<file path="config.mk">
export PLATFORM = sky130hd
export DESIGN_NAME = bsr_ctrl
export DESIGN_NICKNAME = d
export VERILOG_FILES = /design/src/bsr_pkg.sv /design/src/bsr_ctrl.sv
export SDC_FILE = /design/constraint.sdc
export NUM_CORES = 1
export LEC_CHECK = 0
export ABC_AREA = 0
export BUFFER_PORTS_ARGS = -buffer_cell sky130_fd_sc_hd__buf_2
export CAP_MARGIN = 20
export CORE_AREA = 2 2 39 41
export DETAILED_ROUTE_END_ITERATION = 7
export DIE_AREA = 0 0 41 43
export GPL_ROUTABILITY_DRIVEN = 1
export HOLD_SLACK_MARGIN = 0.12
export PLACE_DENSITY_LB_ADDON = 0.2
export REMOVE_ABC_BUFFERS = 1
export SETUP_SLACK_MARGIN = 0.1
export SYNTH_ARGS = -nofsm -noshare
export SYNTH_HDL_FRONTEND = slang
export SYNTH_SLANG_ARGS = --single-unit
</file>
<file path="constraint.sdc">
create_clock -name clk -period 1.2 [get_ports clk]
set_clock_uncertainty 0.15 [all_clocks]
set_input_delay 0.06 -clock clk [delete_from_list [all_inputs] [get_ports clk]]
set_output_delay 0.06 -clock clk [all_outputs]
set_load 0.005 [all_outputs]
</file>
<file path="src/bsr_pkg.sv">
// Shared types and constants for the bitmap shape rasterizer.
package bsr_pkg;

  localparam int FIELD_W      = 7;
  localparam int ACT_W        = 3;
  localparam int GRID_DEFAULT = 128;
  localparam int EPSILON      = 8;

  typedef enum logic [ACT_W-1:0] {
    ACT_CLEAR  = 3'd0,
    ACT_RECT   = 3'd1,
    ACT_LINE   = 3'd2,
    ACT_VLINE  = 3'd3,
    ACT_CIRCLE = 3'd4,
    ACT_READ   = 3'd5
  } action_t;

  typedef enum logic [2:0] {
    S_INIT,
    S_IDLE,
    S_SCAN,
    S_READ,
    S_LOAD
  } state_t;

  typedef struct packed {
    logic load;
    logic start_clear;
    logic start_draw;
    logic rd_issue;
    logic out_load;
  } ctrl_cmd_t;

  typedef struct packed {
    logic busy;
    logic in_grid;
  } dp_status_t;

endpackage

</file>
<file path="src/bsr_ctrl.sv">
// Controller: command dispatch, scan sequencing and output handshake.
module bsr_ctrl
  import bsr_pkg::*;
(
  input  logic             clk,
  input  logic             rst,
  input  logic             in_valid,
  output logic             in_ready,
  input  logic [ACT_W-1:0] action,
  output logic             out_valid,
  input  logic             out_ready,
  output ctrl_cmd_t        cmd,
  input  dp_status_t       status
);

  state_t state, state_next;
  logic   out_valid_next;

  always_ff @(posedge clk) begin
    if (rst) begin
      state     <= S_INIT;
      out_valid <= 1'b0;
    end else begin
      state     <= state_next;
      out_valid <= out_valid_next;
    end
  end

  always_comb begin
    state_next = state;
    cmd        = '0;
    in_ready   = 1'b0;
    case (state)
      S_INIT: begin
        cmd.start_clear = 1'b1;
        state_next      = S_SCAN;
      end
      S_IDLE: begin
        in_ready = 1'b1;
        if (in_valid) begin
          cmd.load = 1'b1;
          case (action_t'(action))
            ACT_CLEAR: begin
              cmd.start_clear = 1'b1;
              state_next      = S_SCAN;
            end
            ACT_RECT, ACT_LINE, ACT_VLINE, ACT_CIRCLE: begin
              cmd.start_draw = 1'b1;
              state_next     = S_SCAN;
            end
            ACT_READ: begin
              state_next = S_READ;
            end
            default: begin
              state_next = S_IDLE;
            end
          endcase
        end
      end
      S_SCAN: begin
        if (!status.busy) begin
          state_next = S_IDLE;
        end
      end
      S_READ: begin
        cmd.rd_issue = 1'b1;
        state_next   = S_LOAD;
      end
      S_LOAD: begin
        if (!out_valid || out_ready) begin
          cmd.out_load = 1'b1;
          state_next   = S_IDLE;
        end
      end
      default: begin
        state_next = S_INIT;
      end
    endcase
  end

  always_comb begin
    out_valid_next = out_valid;
    if (cmd.out_load) begin
      out_valid_next = 1'b1;
    end else if (out_ready) begin
      out_valid_next = 1'b0;
    end
  end

endmodule

</file>
==> flow_metrics.env, run 1 <==
export IMPL_routedWlPerCell_um=10.8
export IMPL_nFillCells=149
export IMPL_cts_clk_slew_worst_paths_ns=0.03
export IMPL_via_count=325
export IMPL_drc=0
export IMPL_num_antenna_cells=0
export IMPL_synth_sequential_area_ratio=0.312
export IMPL_tritoncts="yes"
export IMPL_min_period_over_period=1.16
export IMPL_numPortBuffers=14
export IMPL_maximum_capacitance_violations=0
export IMPL_fin_setup_tns_ns=-0.585
export IMPL_die_area_sq_um=1760
export IMPL_initial_utilization=0.185
export IMPL_startpoint_type_of_the_worst_setup_path="flip-flop"
export IMPL_synthesis_area_sq_um=256
export IMPL_static_leakage_nw=0.246
export IMPL_grt_start_max_net_pins=8
export IMPL_final_hold_violation_count=0
export IMPL_synth_area_leader_cell="sky130_fd_sc_hd__dfxtp_1"
export IMPL_busiest_layer="met2"
export IMPL_netlist_cell_type_count=22
export IMPL_post_route_cells_drive_above_1_share=0.610
export IMPL_number_of_global_route_vias_before_repair=306
export IMPL_synth_top_cell_area_share=0.312
export IMPL_crit_fanout=2
export IMPL_post_drt_via_cell_ratio=4.33
export IMPL_post_synth_cell_area_avg_sq_um=8.27
export IMPL_timing_worst_setup_path_type="reg -> out"
export IMPL_yosysWarningCount=0
export IMPL_crit_required_ns=0.99
export IMPL_global_route_usage_met2=0.169
export IMPL_clock_fmax_mhz=716
export IMPL_grt_antenna_before_repair=0
export IMPL_io_pin_count=16
export IMPL_period_minus_slack_ns=1.40
export IMPL_clock_sinks=4
export IMPL_hold_ws_ns=0.145
export IMPL_drt_pass1_iter_count=2
export IMPL_core_area_sq_um=1380
export IMPL_drv_slew=0
export IMPL_number_of_enable_type_register_cells_in_the_synthesized_netlist=0
export IMPL_grt_pass1_wl_um=1210
export IMPL_synth_async_sr_flop_share=0
export IMPL_worstPathCellList="nor3b_4 > and2_4 > and3_4 > buf_6"
export IMPL_setup_violations_final=6
export IMPL_run_status="finished, violations left"
export IMPL_clock_tree_htree_level_count=1
export IMPL_die_h_um=43
export IMPL_chipWidth_um=41
export IMPL_root_buffer="sky130_fd_sc_hd__clkbuf_4"
export IMPL_detailedPlacementHpwl_um=524
export IMPL_met1_usage=0.109
export IMPL_grtUsageMet3=0.0314
export IMPL_drtAntennaViolNets=0
export IMPL_synth_flop_type="sky130_fd_sc_hd__dfxtp_1"
export IMPL_syn_instance_count=31
export IMPL_power_density_nw_per_um2=836
export IMPL_fin_ws_ns=-0.196
export IMPL_synth_top_cells_by_area="sky130_fd_sc_hd__dfxtp_1 31%, sky130_fd_sc_hd__nand2b_1 7.3%, sky130_fd_sc_hd__nor2_1 5.9%"
export IMPL_violations="negative setup slack"
export IMPL_timing_worst_slew_pin_value_ns=0.365
export IMPL_timing_critical_path_slowest_stage_cell="sky130_fd_sc_hd__dfxtp_4"
export IMPL_drt_iter0_markers=2
export IMPL_core_rowCount=14
export IMPL_synth_seq_cells=4
export IMPL_cpPeakStageDelay_ns=0.35
export IMPL_globalRouteOverflowTotal=0
export IMPL_routabilityCongestion=0.628
export IMPL_irDropWorstVdd_uv=423
export IMPL_synthTopCellsByCount="4 x sky130_fd_sc_hd__dfxtp_1, 4 x sky130_fd_sc_hd__nor2_1, 3 x sky130_fd_sc_hd__nand2b_1"
export IMPL_fin_nets=70
export IMPL_timing_slew_headroom=0.754
export IMPL_wl_um=807
export IMPL_critical_path_sink_type="output port"
export IMPL_timing_critical_path_buf_inv=1
export IMPL_grt_setup_unrepaired="true"
export IMPL_clockBufferDepth=2
export IMPL_cts_buffers=3
export IMPL_area_growth_pct=110
export IMPL_min_path_type="in -> reg"
export IMPL_critPathTopFamily="simple AND/OR/NAND/NOR gates"
export IMPL_critPathArrivalTime_ns=1.19
export IMPL_grt_total_usage=0.106
export IMPL_clkLatencyLatePin_ns=0.23
final cells by class:
| type | count | area [sq um] | share of cell area |
|---|---|---|---|
| multi-input cells | 25 | 205 | 0.381 |
| flip-flops and latches | 4 | 88.8 | 0.165 |
| repair buffers | 26 | 198 | 0.367 |
| clock buffers | 3 | 22.5 | 0.0419 |
| well taps | 16 | 20.0 | 0.0372 |
| inverters | 1 | 3.75 | 0.00698 |
cell usage in the layout, fill, tap and decap left out, drive strengths merged:
cell         synthesis  final
nand2b               3      3
or3                  1      1
a32o                 1      1
nor3                 1      1
and2                 1      1
clkbuf               0      3
nor2                 4      4
a21boi               1      1
a2111oi              1      1
or4b                 1      1
o22ai                1      1
nor2b                1      1
buf                  1     23
a211oi               1      1
and3b                1      1
dfxtp                4      4
a21oi                1      1
and3                 1      1
a31oi                1      1
inv                  1      1
nor3b                1      1
o21ai                1      1
nand2                2      2
dlygate4sd3          0      3
metrics by stage:
stage | cell area (sq um) | std cells | setup WS, ns | util | total power, mW
after floorplan | 249 | 30 | 0.0106 | - | 0.189
after global placement | 384 | 66 | -0.0664 | 0.278 | 0.240
after detailed placement | 384 | 66 | -0.0856 | 0.278 | 0.239
after CTS | 497 | 74 | -0.169 | 0.359 | 0.446
after global routing | 538 | 75 | -0.264 | 0.389 | 0.488
final | 538 | 75 | -0.196 | 0.389 | 0.450
flip-flops by register name, summed over array words and instances, names as in the netlist:
signal,flops
out_valid,1
state,3
worst reg2reg max path, delay by kind of cell, from the launching register on:
kind | cells | cell delay (ns)
compound gates | 2 | 0.30
buf+inv | 1 | 0.12
flops | 1 | 0.36
simple gates | 1 | 0.12
cell families after synthesis:
| kind of cell | synth area share |
|---|---|
| AND/OR/NAND/NOR | 0.405 |
| flip-flops | 0.312 |
| buffers and inverters | 0.0439 |
| AO/OA/AOI/OAI | 0.239 |
metal layers:
metal | routed length [um] | vias to the layer above | part of all wire
li1 | - | 172 | -
met5 | 0 | - | 0
met1 | 286 | 151 | 0.35
met4 | 0 | 0 | 0
met3 | 11 | 0 | 0.014
met2 | 510 | 2 | 0.63
final timing paths:
check / start / endpoint / slack (ns) / cells after the start
setup / recovery: state[1]$_SDFFE_PP0P_ / cmd[2] / -0.20 / 4
hold reg to reg: state[2]$_SDFFE_PP0P_ / out_valid$_SDFFE_PP0P_ / 0.43 / 2
setup reg to reg: state[1]$_SDFFE_PP0P_ / state[0]$_SDFFE_PP0P_ / 0.04 / 4
hold / removal: out_ready / out_valid$_SDFFE_PP0P_ / 0.14 / 5
what timing repair did:
action	in CTS	in global routing
gates resized for setup	10	8
hold endpoints to repair	4	0
buffers inserted	2	1
pin swaps	3	3
hold buffers	3	0
setup endpoints to repair	9	9
power by group:
part	internal [mW]	switching, mW	leakage, nW
Clock	0.111	0.0462	0.0138
Sequential	0.142	0.00934	0.0344
Combinational	0.0876	0.0538	0.198
Total	0.341	0.109	0.246
(Power assumes the default switching activity.)
==> run 2, diff against run 1 <==
- clock period: 1.2 -> 1.5 ns (I/O delays scaled with it)
==> run 2 against run 1 <==
Effect of this change:
- the run now ends clean
- cell count down 2.7%
- largest cell class unchanged
- register-to-register slack better by 0.17 ns
- critical path type unchanged
- sequential cell count unchanged
- total power down 25%
- global-route usage down 0.20 points
- via count down 2.5%
- final area down 10%
- combinational power down 34%
- non-clock buffer count down 2
- first-iteration DRC count rose to 2.5 times the previous value
==> flow_metrics.env, run 2 (synthesis gave the netlist of run 1 again) <==
export IMPL_clockBufferDepth=2
export IMPL_area_growth_pct=88.3
export IMPL_clock_fmax_mhz=716
export IMPL_worstPathCellList="nor3b_4 > and2_4 > and3_1 > buf_2"
export IMPL_root_buffer="sky130_fd_sc_hd__clkbuf_4"
export IMPL_drtAntennaViolNets=0
export IMPL_tritoncts="yes"
export IMPL_run_status="completed"
export IMPL_nFillCells=149
export IMPL_top_regs="state: 3 flops, out_valid: 1 flops"
export IMPL_cpPeakStageDelay_ns=0.34
export IMPL_post_route_cells_drive_above_1_share=0.596
export IMPL_chipWidth_um=41
export IMPL_static_leakage_nw=0.233
export IMPL_multiInputGateArea_sq_um=193
export IMPL_drt_pass1_iter_count=4
export IMPL_flip_flop_count_of_the_largest_register_all_copies_and_words_added=3
export IMPL_timing_critical_path_slowest_stage_cell="sky130_fd_sc_hd__dfxtp_4"
export IMPL_grt_setup_unrepaired="true"
export IMPL_io_pin_count=16
export IMPL_drc=0
export IMPL_routabilityCongestion=0.652
export IMPL_largest_register="state"
export IMPL_instance_count_on_the_critical_path=4
export IMPL_num_antenna_cells=0
export IMPL_timing_critical_path_buf_inv=1
export IMPL_startpoint_type_of_the_worst_setup_path="flip-flop"
export IMPL_wl_um=743
export IMPL_cts_buffers=3
export IMPL_critPathArrivalTime_ns=1.17
export IMPL_fin_setup_tns_ns=0
export IMPL_die_area_sq_um=1760
export IMPL_clock_sinks=4
export IMPL_maximum_capacitance_violations=0
export IMPL_power_density_nw_per_um2=699
export IMPL_place_inst=62
export IMPL_critPathTopFamily="simple AND/OR/NAND/NOR gates"
export IMPL_min_period_over_period=0.931
export IMPL_globalRouteOverflowTotal=0
export IMPL_setup_violations_final=0
export IMPL_p_total_mw=0.338
export IMPL_drt_iter0_markers=5
export IMPL_irDropWorstVdd_uv=318
export IMPL_timing_worst_slew_pin_value_ns=0.282
export IMPL_core_area_sq_um=1380
export IMPL_timing_worst_setup_path_type="reg -> out"
export IMPL_timing_reg2reg_worst_path_depth=3
export IMPL_cts_clk_slew_worst_paths_ns=0.04
export IMPL_grt_total_usage=0.104
export IMPL_via_count=317
export IMPL_number_of_global_route_vias_before_repair=322
export IMPL_period_minus_slack_ns=1.40
export IMPL_crit_required_ns=1.27
export IMPL_die_h_um=43
export IMPL_routedWlPerCell_um=10.2
export IMPL_critical_path_sink_type="output port"
export IMPL_fin_nets=68
export IMPL_post_route_util=0.349
export IMPL_clock_tree_htree_level_count=1
export IMPL_crit_fanout=2
export IMPL_stdcell_count=73
export IMPL_clkLatencyLatePin_ns=0.23
export IMPL_timing_slew_headroom=0.812
export IMPL_initial_utilization=0.185
export IMPL_post_drt_via_cell_ratio=4.34
export IMPL_drv_slew=0
export IMPL_core_rowCount=14
export IMPL_min_delay_path_depth=4
export IMPL_grt_pass1_wl_um=1230
export IMPL_grt_start_max_net_pins=8
export IMPL_grt_antenna_before_repair=0
export IMPL_final_hold_violation_count=0
export IMPL_numPortBuffers=14
export IMPL_mostFrequentLayoutCell="sky130_fd_sc_hd__buf_2"
export IMPL_most_common_layout_cells="14 x sky130_fd_sc_hd__buf_2, 7 x sky130_fd_sc_hd__buf_4, 4 x sky130_fd_sc_hd__nor2_1"
export IMPL_min_path_type="in -> reg"
export IMPL_seqCellArea_sq_um=91.3
[run 2: cell types whose count changed in the layout (fill, tap and decap cells not counted), sizes merged]
| cell | previous run | this run |
|---|---|---|
| buf | 23 | 21 |
[run 2: metrics by stage]
stage	worst slack, ns	instance area (sq um)	hold slack [ns]
after floorplan	0.296	249	-0.00262
after global placement	0.177	354	0.165
after detailed placement	0.185	354	0.158
after CTS	0.0979	462	0.129
after global routing	0.0525	483	0.198
final	0.103	483	0.145
[run 2: final timing paths]
check                        start               endpoint  slack [ns]
min                      action[0]  state[0]$_SDFFE_PP0P_        0.14
max reg2reg  state[0]$_SDFFE_PP0P_  state[1]$_SDFFE_PP0P_        0.21
max          state[2]$_SDFFE_PP0P_                 cmd[2]        0.10
min reg2reg  state[1]$_SDFFE_PP0P_  state[1]$_SDFFE_PP0P_        0.43
[run 2: worst min-delay path, stage by stage]
cell and delay, ns:
sky130_fd_sc_hd__buf_2 0.09, sky130_fd_sc_hd__o21ai_0 0.09, sky130_fd_sc_hd__nand2_1 0.08, sky130_fd_sc_hd__a32o_1 0.15
[run 2: final cells by class]
class,instances,share of cell area
Timing Repair Buffer,24,0.316
Clock buffer,3,0.0466
Multi-Input combinational cell,25,0.399
Inverter,1,0.00777
Sequential cell,4,0.189
Tap cell,16,0.0415
[run 2: timing repair]
action | CTS | global route
setup buffers | 5 | 0
hold buffers | 3 | 0
gates resized for setup | 7 | 5
setup endpoints to repair | 2 | 3
pin swaps | 2 | 3
hold endpoints to repair | 4 | 0
[run 2: power by group]
| group | switching [mW] | total (mW) | internal, mW | leakage [nW] |
|---|---|---|---|---|
| logic | 0.0387 | 0.0934 | 0.0547 | 0.184 |
| registers | 0.00599 | 0.118 | 0.112 | 0.0347 |
| clock network | 0.0373 | 0.126 | 0.0890 | 0.0138 |
[run 2: layer usage]
metal  track usage  vias to the layer above  share of wire
met3        0.0157                        0          0.015
met5             0                        -              0
met1        0.0994                      146           0.37
met4        0.0800                        0              0
met2         0.181                        2           0.62
li1              -                      169              -
